## src/rtl/jsu_pkg.sv

```systemverilog
`default_nettype none

package jsu_pkg;

  // result status codes
  localparam logic [2:0] ST_DATA   = 3'd0;
  localparam logic [2:0] ST_CLOSED = 3'd1;
  localparam logic [2:0] ST_NOOPEN = 3'd2;
  localparam logic [2:0] ST_BADESC = 3'd3;
  localparam logic [2:0] ST_BADHEX = 3'd4;

  // characters of interest
  localparam logic [7:0] CH_QUOTE = 8'h22;
  localparam logic [7:0] CH_BSLASH = 8'h5c;
  localparam logic [7:0] CH_SLASH = 8'h2f;
  localparam logic [7:0] CH_B = 8'h62;
  localparam logic [7:0] CH_F = 8'h66;
  localparam logic [7:0] CH_N = 8'h6e;
  localparam logic [7:0] CH_R = 8'h72;
  localparam logic [7:0] CH_T = 8'h74;
  localparam logic [7:0] CH_U = 8'h75;

  // utf-8 encoding limits and marks
  localparam logic [15:0] UTF_MAX1 = 16'h007f;
  localparam logic [15:0] UTF_MAX2 = 16'h07ff;
  localparam logic [7:0] UTF_LEAD2 = 8'hc0;
  localparam logic [7:0] UTF_LEAD3 = 8'he0;
  localparam logic [7:0] UTF_CONT = 8'h80;
  localparam logic [7:0] UTF_CONT_MASK = 8'h3f;

  // queue between front and back
  localparam int QDEPTH = 2;
  localparam int QPTR_W = 1;
  localparam int QCNT_W = 2;

  // one classified input byte: up to three results
  typedef struct packed {
    logic [2:0][7:0] bytes;
    logic [1:0] count;
    logic [2:0] status;
  } entry_t;

  // hex digit decode: {valid, value}
  function automatic logic [4:0] hex_digit(input logic [7:0] c);
    logic [4:0] r;
    r = 5'b0;
    if (c >= 8'h30 && c <= 8'h39) begin
      r = {1'b1, c[3:0]};
    end else if ((c >= 8'h61 && c <= 8'h66) || (c >= 8'h41 && c <= 8'h46)) begin
      r = {1'b1, c[3:0] + 4'd9};
    end
    return r;
  endfunction

endpackage

`default_nettype wire

```

## src/rtl/jsu_front.sv

```systemverilog
`default_nettype none

module jsu_front import jsu_pkg::*; (
  input  wire logic       clk,
  input  wire logic       rst,
  input  wire logic       in_valid,
  input  wire logic [7:0] data_byte,
  input  wire logic       start_req,
  output logic            in_ready,
  input  wire logic       full,
  output logic            push,
  output entry_t          push_entry
);

  localparam logic [2:0] M_IDLE = 3'd0;
  localparam logic [2:0] M_BODY = 3'd1;
  localparam logic [2:0] M_ESC  = 3'd2;
  localparam logic [2:0] M_HEX  = 3'd3;
  localparam logic [2:0] M_HALT = 3'd4;

  logic [2:0] mode, mode_next;
  logic [15:0] hex_value, hex_value_next;
  logic [1:0] hex_count, hex_count_next;
  logic accept;
  logic [4:0] hd;
  logic [15:0] cp;
  entry_t e;

  assign in_ready = !full;
  assign accept = in_valid && !full;
  assign hd = hex_digit(data_byte);
  assign cp = {hex_value[11:0], hd[3:0]};

  // classify the byte and step the parser
  always_comb begin
    mode_next = mode;
    hex_value_next = hex_value;
    hex_count_next = hex_count;
    e = '0;
    if (start_req) begin
      hex_value_next = '0;
      hex_count_next = '0;
      if (data_byte == CH_QUOTE) begin
        mode_next = M_BODY;
      end else begin
        mode_next = M_HALT;
        e.count = 2'd1;
        e.status = ST_NOOPEN;
      end
    end else begin
      unique case (mode)
        M_BODY: begin
          if (data_byte == CH_QUOTE) begin
            mode_next = M_HALT;
            e.count = 2'd1;
            e.status = ST_CLOSED;
          end else if (data_byte == CH_BSLASH) begin
            mode_next = M_ESC;
          end else begin
            e.count = 2'd1;
            e.bytes[0] = data_byte;
          end
        end
        M_ESC: begin
          mode_next = M_BODY;
          e.count = 2'd1;
          case (data_byte)
            CH_QUOTE, CH_BSLASH, CH_SLASH: e.bytes[0] = data_byte;
            CH_B: e.bytes[0] = 8'h08;
            CH_F: e.bytes[0] = 8'h0c;
            CH_N: e.bytes[0] = 8'h0a;
            CH_R: e.bytes[0] = 8'h0d;
            CH_T: e.bytes[0] = 8'h09;
            CH_U: begin
              mode_next = M_HEX;
              hex_value_next = '0;
              hex_count_next = '0;
              e.count = 2'd0;
            end
            default: begin
              mode_next = M_HALT;
              e.status = ST_BADESC;
            end
          endcase
        end
        M_HEX: begin
          if (!hd[4]) begin
            mode_next = M_HALT;
            e.count = 2'd1;
            e.status = ST_BADHEX;
          end else begin
            hex_value_next = cp;
            if (hex_count == 2'd3) begin
              hex_count_next = '0;
              mode_next = M_BODY;
              // encode the code point
              if (cp <= UTF_MAX1) begin
                e.count = 2'd1;
                e.bytes[0] = cp[7:0];
              end else if (cp <= UTF_MAX2) begin
                e.count = 2'd2;
                e.bytes[0] = UTF_LEAD2 | {3'b0, cp[10:6]};
                e.bytes[1] = UTF_CONT | (cp[7:0] & UTF_CONT_MASK);
              end else begin
                e.count = 2'd3;
                e.bytes[0] = UTF_LEAD3 | {4'b0, cp[15:12]};
                e.bytes[1] = UTF_CONT | ({2'b0, cp[11:6]} & UTF_CONT_MASK);
                e.bytes[2] = UTF_CONT | (cp[7:0] & UTF_CONT_MASK);
              end
            end else begin
              hex_count_next = hex_count + 2'd1;
            end
          end
        end
        default: begin
        end
      endcase
    end
  end

  assign push = accept && (e.count != 2'd0);
  assign push_entry = e;

  // parser state
  always_ff @(posedge clk) begin
    if (rst) begin
      mode <= M_IDLE;
      hex_value <= '0;
      hex_count <= '0;
    end else if (accept) begin
      mode <= mode_next;
      hex_value <= hex_value_next;
      hex_count <= hex_count_next;
    end
  end

  // any error or close ends the string
  a_halt_after_status: assert property (@(posedge clk) disable iff (rst)
    push && (e.status != ST_DATA) |=> mode == M_HALT)
    else $error("front did not halt after status result");

endmodule

`default_nettype wire

```

## src/rtl/jsu_queue.sv

```systemverilog
`default_nettype none

module jsu_queue import jsu_pkg::*; (
  input  wire logic   clk,
  input  wire logic   rst,
  input  wire logic   push,
  input  entry_t      push_entry,
  input  wire logic   pop,
  output entry_t      head,
  output logic        empty,
  output logic        full
);

  entry_t slots [QDEPTH];
  logic [QPTR_W-1:0] wr_ptr, rd_ptr;
  logic [QCNT_W-1:0] fill;

  assign empty = (fill == '0);
  assign full = (fill == QCNT_W'(QDEPTH));
  assign head = slots[rd_ptr];

  // entry storage
  always_ff @(posedge clk) begin
    if (push) begin
      slots[wr_ptr] <= push_entry;
    end
  end

  // pointers and fill level
  always_ff @(posedge clk) begin
    if (rst) begin
      wr_ptr <= '0;
      rd_ptr <= '0;
      fill <= '0;
    end else begin
      if (push) wr_ptr <= wr_ptr + 1'b1;
      if (pop) rd_ptr <= rd_ptr + 1'b1;
      if (push && !pop) fill <= fill + 1'b1;
      else if (pop && !push) fill <= fill - 1'b1;
    end
  end

  a_no_overflow: assert property (@(posedge clk) disable iff (rst) !(push && full))
    else $error("queue overflow");
  a_no_underflow: assert property (@(posedge clk) disable iff (rst) !(pop && empty))
    else $error("queue underflow");

endmodule

`default_nettype wire

```

## src/rtl/jsu_back.sv

```systemverilog
`default_nettype none

module jsu_back import jsu_pkg::*; (
  input  wire logic       clk,
  input  wire logic       rst,
  input  entry_t          head,
  input  wire logic       empty,
  output logic            pop,
  output logic            out_valid,
  input  wire logic       out_ready,
  output logic [7:0]      out_byte,
  output logic [2:0]      status,
  output logic            last
);

  logic [1:0] idx;
  logic load;
  logic is_last;

  assign load = (!out_valid || out_ready) && !empty;
  assign is_last = (idx == head.count - 2'd1);
  assign pop = load && is_last;

  // result counter within the current entry
  always_ff @(posedge clk) begin
    if (rst) begin
      idx <= '0;
    end else if (load) begin
      idx <= is_last ? 2'd0 : idx + 2'd1;
    end
  end

  // output register
  always_ff @(posedge clk) begin
    if (rst) begin
      out_valid <= 1'b0;
    end else if (load) begin
      out_valid <= 1'b1;
    end else if (out_ready) begin
      out_valid <= 1'b0;
    end
  end

  always_ff @(posedge clk) begin
    if (load) begin
      out_byte <= head.bytes[idx];
      status <= head.status;
      last <= is_last;
    end
  end

  a_idx_in_entry: assert property (@(posedge clk) disable iff (rst)
    !empty |-> idx < head.count)
    else $error("result index past entry");

endmodule

`default_nettype wire

```

## src/rtl/json_string_unescaper_unit.sv

```systemverilog
// channel   dir  tdata                        tuser        tlast
// s_axis    in   [7:0] data_byte              [0] start    -
// m_axis    out  [7:0] out_byte,[10:8] status -            last
//
// an input byte is taken every cycle while the two-entry queue has room;
// a byte giving one result keeps one byte per cycle end to end with a steady output.
// a \u escape that ends in a two or three byte sequence holds the output
// register for one result per byte; with bytes following back to back and
// a steady output, s_axis stalls while it drains.
// results pass a queue slot, then the output register; reset clears parser and queue.
// m_axis_tready low stalls the output register, then the queue, then s_axis.

`default_nettype none

module json_string_unescaper_unit import jsu_pkg::*; (
  input  wire logic        clk,
  input  wire logic        rst,
  input  wire logic        s_axis_tvalid,
  output logic             s_axis_tready,
  input  wire logic [7:0]  s_axis_tdata,   // [7:0] data_byte
  input  wire logic        s_axis_tuser,   // [0] start_req
  output logic             m_axis_tvalid,
  input  wire logic        m_axis_tready,
  output logic [15:0]      m_axis_tdata,   // [7:0] out_byte, [10:8] status, rest zero
  output logic             m_axis_tlast
);

  logic push, pop, empty, full;
  entry_t push_entry, head;
  logic [7:0] out_byte;
  logic [2:0] status;

  jsu_front u_front (
    .clk(clk), .rst(rst),
    .in_valid(s_axis_tvalid), .data_byte(s_axis_tdata), .start_req(s_axis_tuser),
    .in_ready(s_axis_tready), .full(full),
    .push(push), .push_entry(push_entry)
  );

  jsu_queue u_queue (
    .clk(clk), .rst(rst),
    .push(push), .push_entry(push_entry),
    .pop(pop), .head(head), .empty(empty), .full(full)
  );

  jsu_back u_back (
    .clk(clk), .rst(rst),
    .head(head), .empty(empty), .pop(pop),
    .out_valid(m_axis_tvalid), .out_ready(m_axis_tready),
    .out_byte(out_byte), .status(status), .last(m_axis_tlast)
  );

  assign m_axis_tdata = {5'b0, status, out_byte};

endmodule

`default_nettype wire

```

## config.mk

```make
export PLATFORM = sky130hd
export DESIGN_NAME = json_string_unescaper_unit
export DESIGN_NICKNAME = d
export VERILOG_FILES = /design/src/rtl/jsu_pkg.sv /design/src/rtl/jsu_front.sv /design/src/rtl/jsu_queue.sv /design/src/rtl/jsu_back.sv /design/src/rtl/json_string_unescaper_unit.sv
export SDC_FILE = /design/constraint.sdc
export NUM_CORES = 1
export LEC_CHECK = 0
export BUFFER_PORTS_ARGS = -buffer_cell sky130_fd_sc_hd__buf_2
export CELL_PAD_IN_SITES_DETAIL_PLACEMENT = 2
export CELL_PAD_IN_SITES_GLOBAL_PLACEMENT = 2
export CORE_UTILIZATION = 43
export CTS_CLUSTER_DIAMETER = 60
export CTS_CLUSTER_SIZE = 8
export DETAILED_ROUTE_END_ITERATION = 12
export GPL_TIMING_DRIVEN = 0
export PLACE_DENSITY_LB_ADDON = 0.1
export SLEW_MARGIN = 20
export SYNTH_ARGS = -nofsm -noshare
export SYNTH_HDL_FRONTEND = slang
export SYNTH_SLANG_ARGS = --single-unit
```

## constraint.sdc

```tcl
create_clock -name clk -period 5.8 [get_ports clk]
set_input_delay 0.58 -clock clk [delete_from_list [all_inputs] [get_ports clk]]
set_output_delay 0.58 -clock clk [all_outputs]
set_load 0.05 [all_outputs]
```

After elaboration in Yosys (flattened, before gate mapping)
Memory sizes are Yosys's and may differ from the RTL's. A register that Yosys moved wholly into a read port is not among the register bits.
Index checks and enable logic that the tools add are counted.
{ "op_classes": {"muxes": 55, "eq_ne": 19, "reduce_logical": 27, "addsub": 8, "magnitude_cmp": 9} }
{ "ops": {"columns": ["operator", "n"], "rows": [
  ["$mux 18", 5],
  ["$eq 8x7->1 const B", 7],
  ["$mux 16", 3],
  ["$mux 24", 2],
  ["$pmux 8 s6", 1],
  ["$pmux 13 s3", 1],
  ["$mux 12", 3],
  ["$mux 26", 1],
  ["$mux 8", 3],
  ["$pmux 12 s2", 1],
  ["$mux 3", 7],
  ["$mux 10", 2],
  ["$mux 2", 10],
  ["$bmux 8 s2", 1],
  ["$eq 8x6->1 const B", 2],
  ["$ge 8x7->1 const B", 2],
  ["$le 16x11->1 const B", 1],
  ["$le 16x7->1 const B", 1],
  ["$le 8x7->1 const B", 2],
  ["$mux 5", 3],
  ["$logic_and 1x1->1", 9],
  ["$pmux 3 s3", 1],
  ["$reduce_or 9->1", 1],
  ["$ge 8x6->1 const B", 1],
  ["26 further kinds", 48]
]} }
{ "totals": {"regBits": 36, "mem_count": 1, "mem_bits_rw": 58, "wordCells": 130} }
{ "memory_table": {"columns": ["memory", "words", "width", "rd", "rd_clocked_by_memory_dff", "wr", "line_no", "source"], "rows": [
  ["u_queue.slots", 2, 29, 1, 1, 1, "jsu_queue.sv:14", "entry_t slots [QDEPTH];"]
]} }

Depth between registers and ports, before layout
Gate-level depths: netlist (run 1).
{ "logic_depth": {"ltp_word": 23, "depth_mapped": 12, "ltp_nobuf": 12} }

By module
Synthesis (run 1) repeated with hierarchy kept, for this count alone.
{ "unflattened": {"hier_cells": 401, "area_unflattened_um2": 4693.3} }
{ "modules_own_cells": {"columns": ["module", "n_inst", "area_each_um2", "cells_per_inst"], "rows": [
  ["jsu_queue", 1, 2297.2, 112],
  ["jsu_front", 1, 1646.6, 222],
  ["jsu_back", 1, 708.2, 61],
  ["json_string_unescaper_unit", 1, 41.3, 6]
]} }

Worst setup path after synthesis (run 1)
Ideal clock, no wire load.
{ "synth_timing": {"kind": "input port to flip-flop", "start": "input s_axis_tdata[4]", "end": "memory u_queue.slots[1][0] (netlist bit), enable pin", "t_arrival_ns": 3.161, "slack_ns": 2.228, "required_time_ns": 5.389, "n_path_buf": 1, "stages": 6, "cell_sequence": "buf_4 or4b_4 nor3_4 o221ai_2 a31o_2 nor2_1"} }
{ "synth_between": {"elab_chain_len": 21, "word_cells_on_any_way": 36, "cone_classes": "order compare: 8; eq/ne: 3; mux: 19; reduce/logical: 6"} }
{ "synth_lines": {"columns": ["element", "line_no", "source"], "rows": [
  ["start: declaration", "json_string_unescaper_unit.sv:20", "input wire logic [7:0] s_axis_tdata,"],
  ["$ge 8x7->1 or $le 8x7->1 (tied branches)", "jsu_pkg.sv:49", "end else if ((c >= 8'h61 && c <= 8'h66) || (c >= 8'h41 && c <= 8'h46)) begin"],
  ["$logic_and 1x1->1", "jsu_pkg.sv:49", null],
  ["$logic_or 1x1->1", "jsu_pkg.sv:49", null],
  ["$mux 5", "jsu_pkg.sv:49", null],
  ["$mux 5", "jsu_pkg.sv:47", "if (c >= 8'h30 && c <= 8'h39) begin"],
  ["$le 16x11->1", "jsu_front.sv:100", "end else if (cp <= UTF_MAX2) begin"],
  ["$mux 16", "jsu_front.sv:100", null],
  ["$mux 18", "jsu_front.sv:97", "if (cp <= UTF_MAX1) begin"],
  ["[5 not listed]", null, null],
  ["$mux 26", "jsu_front.sv:93", "if (hex_count == 2'd3) begin"],
  ["$mux 2", "jsu_front.sv:87", "if (!hd[4]) begin"],
  ["$pmux 13 s3", "jsu_front.sv:51", "unique case (mode)"],
  ["$mux 5 (*)", "jsu_front.sv:40", "if (start_req) begin"],
  ["$reduce_bool 2->1 (*)", "jsu_front.sv:121", "assign push = accept && (e.count != 2'd0);"],
  ["$logic_and 1x1->1 (*)", "jsu_front.sv:121", null],
  ["$mux 1 (*)", "jsu_queue.sv:24", "if (push) begin"],
  ["$mux 1 (implied by the code) (*)", "jsu_queue.sv:25", "slots[wr_ptr] <= push_entry;"],
  ["end: declaration", "jsu_queue.sv:14", null]
]} }
Mark *: on every way between the ends. The rest lies on a longest branch, timed or not. The select of a mux whose other input is x is not followed.

Worst setup path in the final report (run 1)
{ "layout_timing": {"start": "register u_front.hex_value[11]", "end": "register u_queue.fill[1]"} }
{ "layout_between": {"elab_chain_len": 17, "word_cells_on_any_way": 20, "cone_classes": "order compare: 2; mux: 12; reduce/logical: 6"} }
{ "layout_lines": {"columns": ["element", "line_no", "source"], "rows": [
  ["start: declaration", "jsu_front.sv:22", "logic [15:0] hex_value, hex_value_next;"],
  ["start signal: assignment", "jsu_front.sv:132", "hex_value <= hex_value_next;"],
  ["$le 16x11->1", "jsu_front.sv:100", null],
  ["$mux 16", "jsu_front.sv:100", null],
  ["$mux 18", "jsu_front.sv:97", null],
  ["$mux 18", "jsu_front.sv:93", null],
  ["$mux 18", "jsu_front.sv:87", null],
  ["$mux 18", "jsu_front.sv:51", null],
  ["$mux 18", "jsu_front.sv:40", null],
  ["$mux 10 (*)", "jsu_front.sv:97", null],
  ["[2 not listed]", null, null],
  ["$pmux 13 s3 (*)", "jsu_front.sv:51", null],
  ["$mux 5 (*)", "jsu_front.sv:40", null],
  ["$reduce_bool 2->1 (*)", "jsu_front.sv:121", null],
  ["$logic_and 1x1->1 (*)", "jsu_front.sv:121", null],
  ["net push", "json_string_unescaper_unit.sv:28", "logic push, pop, empty, full;"],
  ["$logic_not 1->1", "jsu_queue.sv:39", "else if (pop && !push) fill <= fill - 1'b1;"],
  ["$logic_and 1x1->1", "jsu_queue.sv:39", null],
  ["$reduce_bool 2->1 (no line)", null, null],
  ["end signal: assignment", "jsu_queue.sv:38", "if (push && !pop) fill <= fill + 1'b1;"],
  ["end signal: assignment", "jsu_queue.sv:39", null],
  ["end: declaration", "jsu_queue.sv:16", "logic [QCNT_W-1:0] fill;"]
]} }
The timed path passes the listed nets; every way through them passes the cells marked *. The select of a mux whose other input is x is not followed.
A chain may end at the register's enable or synchronous reset.

==> impl_metrics.json, run 1 <==
{
  "grt_util_met2_pct": 46.7,
  "crit_path_start_kind": "flip-flop",
  "ys_async_sr_fraction_pct": 0,
  "ys_seq_elements": 91,
  "clk_latency_ns": 0.36,
  "max_freq_mhz": 291,
  "rows": 36,
  "utilization_pct": 50.4,
  "pin_count": 32,
  "drv_slew": 0,
  "postRouteAntennaNets": 0,
  "tns_ns": 0,
  "ff2ff_path_depth": 9,
  "final_common_cell": "edfxtp_1",
  "rsz0062_at_grt": "false",
  "max_stage_delay_ns": 0.72,
  "syn_area_per_cell_um2": 11.2,
  "yosys_warnings": 0,
  "crit_buf_inv": 1,
  "cts_setup_buffers": 0,
  "status": "finished clean",
  "crit_type": "flip-flop to flip-flop",
  "power_mw": 1.80,
  "nets": 459,
  "cts_inserted_buffers": 9,
  "drc_errors": 0,
  "n_antenna_cell": 0,
  "r2r_slack_ns": 2.37,
  "io_buffers": 23,
  "layout_setup_ws_ns": 2.37,
  "overflow": 0,
  "core_um2": 9950,
  "cts_resized": 0,
  "clk_root_buffer_cell": "clkbuf_8",
  "arrival_ns": 3.72,
  "cts_tree": "built",
  "cts.sinks": 91,
  "r2r_start": "u_front.hex_value[11]",
  "synthCells": 400,
  "grt_pass1_wl_mm": 21.4,
  "p_leak_nw": 1.76,
  "use_met3_pct": 3.63,
  "cp-startpoint": "u_front.hex_value[11]",
  "drive_gt1_share_pct": 18.0,
  "yosys.cell_types.count": 66,
  "crit_path_top_delay_cell": "nor3_1",
  "ir_worst_vdd_mv": 0.176,
  "finalClockSkew_ns": 0.0161,
  "dp_hpwl_mm": 10.5,
  "routed_wl_mm": 13.6,
  "post-place-cells": 562,
  "synth_edf_count": 66,
  "drt_iter0_markers": 149,
  "worstHoldStart": "u_front.hex_count[1]",
  "hold_viol": 0,
  "fin_crit_ns": 3.43,
  "whs_ns": 0.533,
  "r2r-end": "u_queue.fill[1]",
  "crit_fanout": 5,
  "path_delay_family": "simple AND/OR/NAND/NOR gates",
  "endpoint": "u_queue.fill[1]",
  "syn_to_final_growth_pct": 12.0,
  "first_pass_iters": 4,
  "postPlaceCellArea_um2": 4850,
  "final_cell_mix": "edfxtp_1 (66), nor2_1 (46), buf_2 (27), nand2_1 (25), dfxtp_1 (25)",
  "syn_area_um2": 4480,
  "max_slew_margin_pct": 40.2,
  "finish.instance_area_um2": 5020,
  "globalplace.congestion": 0.860,
  "clockBufferDepth": 2,
  "grt_pass1_vias": 3681,
  "wl_per_cell_um": 23.5,
  "path_clk_slew_ns": 0.09,
  "endpoint_kind": "flip-flop",
  "dieArea_um2": 10800,
  "p_per_area_nw_per_um2": 359,
  "required_ns": 6.09,
  "grt_use_met1_pct": 32.6,
  "setup_viol": 0,
  "grt_max_degree": 25,
  "vias_per_cell": 5.97,
  "final_cells": 578,
  "tightest_slew_ns": 0.887,
  "start_util_pct": 45.0,
  "crit_cells": 9,
  "fillers": 1026,
  "maxCapViolCount": 0,
  "grt.busiest_layer": "met2",
  "antenna_found_initial": 0,
  "h-tree-depth": 3,
  "vias": 3448,
  "postCtsHoldBufs": 0,
  "die_w_um": 104,
  "finalCritPeriodShare_pct": 59.1,
  "crit_chain": "or4_1, nor3_1, o221ai_1, o21ai_1, a31o_2, inv_1, ha_1, or3_1, a21oi_1",
  "min_path_type": "flip-flop to flip-flop",
  "synthFlopType": "edfxtp_1",
  "track_usage_pct": 26.4,
  "die_h_um": 104,
  "seq_area_frac_synth_pct": 55.4,
  "place_ws_ns": 2.35
}
[cell families after synthesis]
logic type | synth area share [%]
flops | 55.4
fa+ha+maj | 1.67
simple gates | 16.7
buf+inv | 4.16
compound gates | 13.9
mux | 6.98
other cells | 0.0837
xor+xnor | 1.17
[area by class of cell]
cell class	count	area [um2]	area share, %
multi-input combinational	271	1840	36.7
buffer	23	115	2.29
inverter	19	71.3	1.42
tap	133	166	3.32
clock inverter	6	42.5	0.848
clock buffer	10	128	2.54
timing repair buffer	25	170	3.39
sequential	91	2480	49.5
[flip-flops by register name, summed over array words and instances, names as in the netlist, named ones only]
register / cells
u_queue.slots: 54
u_front.hex_value: 12
u_back.out_byte: 8
u_back.status: 3
u_front.mode: 3
u_back.idx: 2
u_front.hex_count: 2
u_queue.fill: 2
u_back.last: 1
u_back.out_valid: 1
u_queue.rd_ptr: 1
u_queue.wr_ptr: 1
[per-layer routing]
layer / vias to the layer above / share of wire (%) / wire length, um
met4: 0 / 1.9 / 263
met5: - / 0 / 0
li1: 1567 / - / -
met2: 81 / 53 / 7140
met1: 1779 / 43 / 5780
met3: 21 / 3.0 / 411
[cells in the mapped netlist (3+ instances only)]
cell,n,share of area [%]
a211oi_1,4,0.67
a21o_1,3,0.50
a21oi_1,18,2.0
a22oi_1,18,3.0
and2_1,4,0.56
buf_2,4,0.45
buf_4,6,1.0
clkbuf_1,11,0.92
dfxtp_1,25,11
edfxtp_1,66,44
ha_1,6,1.7
inv_1,19,1.6
mux2_2,3,0.75
mux2i_1,11,2.5
mux4_2,7,3.5
nand2_1,25,2.1
nand2b_1,5,0.70
nand3_1,4,0.45
nand3b_1,3,0.50
nor2_1,48,4.0
nor2b_1,3,0.42
nor3_1,16,1.8
nor3b_1,4,0.67
nor4_1,4,0.56
o21ai_0,10,1.1
o22ai_1,8,1.1
or3_1,6,0.84
or3b_2,5,0.98
or4_1,3,0.50
xor2_1,4,0.78
[worst min-delay path by stage]
stage,end,depth (start not counted)
after floorplan,flip-flop,2
after global placement,u_back.out_valid,2
final,u_front.hex_count[1],2
after CTS,u_front.hex_count[1],2
after global routing,u_back.out_valid,3
after detailed placement,u_front.hex_count[1],2
[tightest hold or removal path: cells and delay by family, from the launching register on]
family,cells,cell delay [ns]
flops,1,0.34
compound gates,1,0.09
simple gates,1,0.07
[power breakdown]
group | switching (mW) | leakage [nW] | internal (mW)
logic | 0.393 | 0.864 | 0.175
registers | 0.0426 | 0.815 | 0.809
clock network | 0.227 | 0.0827 | 0.157
(Power assumes the default switching activity.)
==> run 2: changes to the inputs <==
CORE_UTILIZATION = 40   (was 43)
clock period = 3.35 ns   (was 5.8 ns; I/O delays follow)
==> run 2 against run 1 <==
Compared with the run above: sequential share of layout area shrank 0.15 points; sequential cell count is the same; critical endpoint unchanged; global-route usage shrank 1.9 points; combinational power grew 80%; utilization shrank 4.2 points.
==> impl_metrics.json, run 2 (synthesis results as in run 1) <==
{
  "dieArea_um2": 11600,
  "n_antenna_cell": 0,
  "start_util_pct": 41.2,
  "p_per_area_nw_per_um2": 630,
  "grt_pass1_vias": 3604,
  "clockBufferDepth": 2,
  "die_w_um": 108,
  "p_leak_nw": 1.77,
  "crit_path_top_delay_cell": "or4_1",
  "clk_latency_ns": 0.35,
  "ff2ff_path_depth": 9,
  "drc_errors": 0,
  "first_pass_iters": 4,
  "max_freq_mhz": 325,
  "drive_gt1_share_pct": 18.0,
  "crit_chain": "or4_1, nor3_2, o221ai_1, o21ai_1, a31o_2, inv_1, ha_1, or3_1, a21oi_1",
  "clk_root_buffer_cell": "clkbuf_8",
  "regMostFlops": "u_queue.slots",
  "cts_setup_buffers": 0,
  "routed_wl_mm": 13.2,
  "wl_per_cell_um": 22.6,
  "nets": 459,
  "holdPathStages": 3,
  "core_um2": 10900,
  "drv_slew": 0,
  "cts.sinks": 91,
  "vias": 3378,
  "h-tree-depth": 3,
  "syn_to_final_growth_pct": 12.3,
  "required_ns": 3.64,
  "dp_hpwl_mm": 10.2,
  "finalClockSkew_ns": 0.00993,
  "io_buffers": 23,
  "status": "finished clean",
  "endpoint_kind": "flip-flop",
  "track_usage_pct": 24.5,
  "crit_type": "flip-flop to flip-flop",
  "final_common_cell": "edfxtp_1",
  "hold_viol": 0,
  "fin_crit_ns": 3.08,
  "max_slew_margin_pct": 35.8,
  "setup_viol": 0,
  "grt_max_degree": 27,
  "tightest_slew_ns": 0.954,
  "reg_top3": "u_queue.slots: 54 flops, u_front.hex_value: 12 flops, u_back.out_byte: 8 flops",
  "maxCapViolCount": 0,
  "cts_inserted_buffers": 9,
  "globalplace.congestion": 0.856,
  "arrival_ns": 3.36,
  "antenna_found_initial": 0,
  "min_path_type": "primary input to flip-flop",
  "ir_worst_vdd_mv": 0.454,
  "max_stage_delay_ns": 0.58,
  "drt_iter0_markers": 152,
  "vias_per_cell": 5.77,
  "utilization_pct": 46.2,
  "crit_fanout": 5,
  "cts_tree": "built",
  "finish.instance_area_um2": 5030,
  "postPlaceCellArea_um2": 4850,
  "pin_count": 32,
  "final_cell_mix": "edfxtp_1 (66), nor2_1 (46), buf_2 (27), nand2_1 (25), dfxtp_1 (25)",
  "largest_reg_flops": 54,
  "die_h_um": 108,
  "rows": 38,
  "rsz0062_at_grt": "false",
  "path_clk_slew_ns": 0.09,
  "overflow": 0,
  "fillers": 1130,
  "crit_path_start_kind": "flip-flop",
  "postRouteAntennaNets": 0,
  "grt_pass1_wl_mm": 20.7,
  "finalCritPeriodShare_pct": 91.9
}
## run 2: changes by cell type in the layout (fill, tap and decap cells not counted)
cell	change
nor3_1	-1
clkbuf_1	-1
nor3_2	+1
buf_16	-1
clkinv_1	+2
inv_6	-1
clkbuf_8	+2
clkinv_2	-1
buf_12	+1
clkinv_4	-1
## run 2: what timing repair did
item / 4_1_cts / 5_1_grt
setup endpoints to repair: 0 / 1
hold buffers: 0 / 0
resized for setup: 0 / 1
## run 2: layout make-up
| type | instances | area (um2) | share of cell area, % |
|---|---|---|---|
| buffer | 23 | 115 | 2.29 |
| tap | 140 | 175 | 3.48 |
| sequential | 91 | 2480 | 49.3 |
| multi-input combinational | 271 | 1850 | 36.7 |
| timing repair buffer | 25 | 163 | 3.23 |
| clock buffer | 11 | 151 | 3.01 |
| clock inverter | 5 | 27.5 | 0.547 |
| inverter | 19 | 71.3 | 1.42 |
## run 2: stage by stage
| stage | worst slack (ns) | cells | hold WS, ns | power (mW) | TNS [ns] |
|---|---|---|---|---|---|
| after floorplan | 0.0231 | 404 | 0.472 | 2.21 | 0 |
| after global placement | -0.983 | 567 | 0.485 | 2.41 | -52.62 |
| after detailed placement | -0.0210 | 569 | 0.511 | 2.53 | -0.0210 |
| after CTS | 0.0270 | 585 | 0.286 | 3.22 | 0 |
| after global routing | 0.103 | 585 | 0.316 | 3.32 | 0 |
| final | 0.271 | 585 | 0.291 | 3.17 | 0 |
## run 2: per-layer routing
| layer | share of wire (%) | up-vias | global-route usage [%] | wire, um |
|---|---|---|---|---|
| li1 | - | 1564 | - | - |
| met1 | 45 | 1720 | 30.9 | 5900 |
| met2 | 51 | 70 | 42.9 | 6690 |
| met3 | 2.7 | 24 | 3.81 | 354 |
| met4 | 2.1 | 0 | 7.63 | 281 |
| met5 | 0 | - | 0 | 0 |
## run 2: worst max-delay path, delay by kind of cell (launching register included)
kind                       cells  cell delay, ns
adders and majority gates      1            0.36
DFF                            1            0.36
buffers and inverters          1            0.08
and+or+nand+nor                3            1.37
AOI/OAI and AO/OA              4            0.84
## run 2: power by group
group          switching (mW)  internal, mW
Clock                   0.375         0.304
Sequential             0.0765          1.40
Combinational           0.714         0.302
Total                    1.17          2.01
## run 2: final timing paths
path	from	slack [ns]	to
min	m_axis_tready	0.29	u_back.out_valid
min reg2reg	u_queue.rd_ptr	0.53	u_queue.rd_ptr
max reg2reg	u_front.hex_value[11]	0.27	u_queue.fill[1]
max	u_front.hex_value[11]	0.27	u_queue.fill[1]
==> run 3: changes to the inputs <==
ABC_AREA = 1   (was not set)
CAP_MARGIN = 20   (was not set)
CORE_UTILIZATION = 38   (was 40)
==> run 3 against run 2 <==
Compared with the run above: non-clock buffer count is 4 lower; maximum frequency increased by 18%; final area rose by 5.0%; total power rose by 15%; sequential power is essentially flat; first-iteration DRC count grew 14%; clock power is 52% higher; utilization shrank 0.89 points; clock skew is 0.0031 ns lower; hold slack better by 0.010 ns; critical endpoint unchanged; largest cell class unchanged; highest routed layer unchanged.
==> impl_metrics.json, run 3 <==
{
  "status": "finished clean",
  "die_w_um": 113,
  "core_um2": 11700,
  "yosysMostFrequentCell": "nand2_1",
  "synthCells": 516,
  "antenna_found_initial": 0,
  "required_ns": 3.58,
  "cts.sinks": 91,
  "rows": 39,
  "p_per_area_nw_per_um2": 690,
  "cts_inserted_buffers": 9,
  "fillers": 1275,
  "h-tree-depth": 3,
  "utilization_pct": 45.3,
  "yosys.cell_types.count": 43,
  "min_path_type": "primary input to flip-flop",
  "routed_wl_mm": 14.6,
  "yosys_warnings": 0,
  "nets": 575,
  "r2r_start": "u_front.hex_value[11]",
  "drive_gt1_share_pct": 16.9,
  "pin_count": 32,
  "vias": 3887,
  "track_usage_pct": 24.7,
  "max_freq_mhz": 382,
  "synth_top_area_cell": "edfxtp_1",
  "wl_per_cell_um": 20.7,
  "routed.top_layer": "met4",
  "synthFlopType": "edfxtp_1",
  "r2r-end": "u_queue.fill[1]",
  "clk_root_buffer_cell": "clkbuf_16",
  "path_clk_slew_ns": 0.07,
  "start_util_pct": 39.8,
  "n_antenna_cell": 0,
  "synth_edf_count": 66,
  "grt_max_degree": 28,
  "synth_top_area_share_pct": 42.7,
  "arrival_ns": 2.84,
  "grt_pass1_wl_mm": 23.4,
  "endpoint_kind": "flip-flop",
  "power_mw": 3.65,
  "met3_length_um": 378,
  "place_ws_ns": 0.440,
  "holdPathStages": 4,
  "maxCapViolCount": 0,
  "postPlaceCellArea_um2": 4990,
  "met2_length_mm": 7.75,
  "p_leak_nw": 2.14,
  "rsz0062_at_grt": "false",
  "dp_hpwl_mm": 11.0,
  "overflow": 0,
  "final_cells": 704,
  "finalCritPeriodShare_pct": 78.1,
  "drc_errors": 0,
  "drv_slew": 0,
  "io_buffers": 23,
  "wl_met1_mm": 6.26,
  "finish.instance_area_um2": 5290,
  "min_to": "u_back.out_valid",
  "whs_ns": 0.301,
  "die_h_um": 113,
  "postRouteAntennaNets": 0,
  "tns_ns": 0,
  "tightest_slew_ns": 0.866,
  "crit_type": "flip-flop to flip-flop",
  "syn_area_per_cell_um2": 8.99,
  "cts_setup_buffers": 0,
  "synth_commonest_cells": "nand2_1 (90), nor2_1 (75), edfxtp_1 (66)",
  "postCtsHoldBufs": 0,
  "setup_viol": 0,
  "seq_area_frac_synth_pct": 53.5,
  "regMostFlops": "u_queue.slots",
  "ys_seq_elements": 91,
  "layout_setup_ws_ns": 0.735,
  "first_pass_iters": 4,
  "synth_area_leaders": "edfxtp_1 (43%), dfxtp_1 (11%), nand2_1 (7.3%), nor2_1 (6.1%), o21ai_0 (4.2%)",
  "syn_area_um2": 4640,
  "vias_per_cell": 5.52,
  "grt_pass1_vias": 4248,
  "syn_to_final_growth_pct": 13.9,
  "crit_fanout": 8,
  "largest_reg_flops": 54,
  "finalClockSkew_ns": 0.00687,
  "fin_crit_ns": 2.62,
  "r2r_slack_ns": 0.73,
  "max_slew_margin_pct": 41.6,
  "cts_tree": "built",
  "worstHoldStart": "m_axis_tready",
  "ff2ff_path_depth": 15,
  "clk_latency_ns": 0.34,
  "final_common_cell": "nand2_1",
  "crit_path_start_kind": "flip-flop",
  "reg_top3": "u_queue.slots: 54 flops, u_front.hex_value: 12 flops, u_back.out_byte: 8 flops",
  "ys_async_sr_fraction_pct": 0,
  "dieArea_um2": 12700,
  "cts_resized": 0,
  "ir_worst_vdd_mv": 0.278,
  "final_cell_mix": "nand2_1 (90), nor2_1 (74), edfxtp_1 (66), inv_1 (45), o21ai_0 (39)",
  "globalplace.congestion": 0.854,
  "clockBufferDepth": 2,
  "post-place-cells": 688,
  "drt_iter0_markers": 174,
  "hold_viol": 0
}
run 3: where the power goes:
group / internal [mW] / switching (mW)
Clock: 0.583 / 0.443
Combinational: 0.286 / 0.878
Sequential: 1.40 / 0.0593
Total: 2.27 / 1.38
run 3: layout make-up:
| type | count | area, um2 | area share (%) |
|---|---|---|---|
| Clock buffer | 11 | 233 | 4.40 |
| Clock inverter | 5 | 62.6 | 1.18 |
| Tap cell | 143 | 179 | 3.38 |
| Timing Repair Buffer | 25 | 146 | 2.77 |
| Inverter | 54 | 206 | 3.90 |
| Multi-Input combinational cell | 356 | 1870 | 35.3 |
| Buffer | 19 | 113 | 2.13 |
| Sequential cell | 91 | 2480 | 46.9 |
run 3: logic make-up (layout without fill, tap and decap cells):
logic type / Yosys count / count (layout) / synth area share (%)
buffers and inverters: 73 / 114 / 6.88
DFF: 91 / 91 / 53.5
and+or+nand+nor: 232 / 232 / 22.8
muxes: 1 / 1 / 0.216
other: 1 / 5 / 0.0808
AOI/OAI and AO/OA: 109 / 109 / 14.3
xor gates and xnor gates: 3 / 3 / 0.566
adders and majority gates: 6 / 6 / 1.62
run 3: worst max-delay path by stage:
| stage | startpoint | endpoint | slack [ns] | cells past startpoint |
|---|---|---|---|---|
| after floorplan | s_axis_tdata[0] | u_queue.slots[0][0] | 0.49 | 11 |
| after global placement | s_axis_tdata[0] | u_queue.slots[0][2] | -0.89 | 14 |
| after detailed placement | s_axis_tdata[0] | u_queue.fill[1] | 0.44 | 19 |
| after CTS | u_front.hex_value[11] | u_queue.fill[1] | 0.71 | 15 |
| after global routing | u_front.hex_value[11] | u_queue.fill[1] | 0.46 | 15 |
| final | u_front.hex_value[11] | u_queue.fill[1] | 0.73 | 15 |
run 3: worst max-delay path: stages, from the launching register on:
cell and delay, ns:
dfxtp_1 0.35, nor2_1 0.12, nand2_1 0.15, nor2_4 0.21, o21ai_0 0.23, nand2_1 0.12
nand3_1 0.08, nand2_1 0.09, nand3_1 0.13, nand2_1 0.16, inv_1 0.06, ha_1 0.32
a21oi_1 0.12, o21ai_0 0.12, o21ai_0 0.18, a21oi_1 0.06
run 3: routing by layer:
metal | global-route usage, % | vias to the layer above
met5 | 0 | -
met4 | 6.84 | 0
met3 | 4.10 | 15
met2 | 46.0 | 54
met1 | 29.3 | 1984
li1 | - | 1834
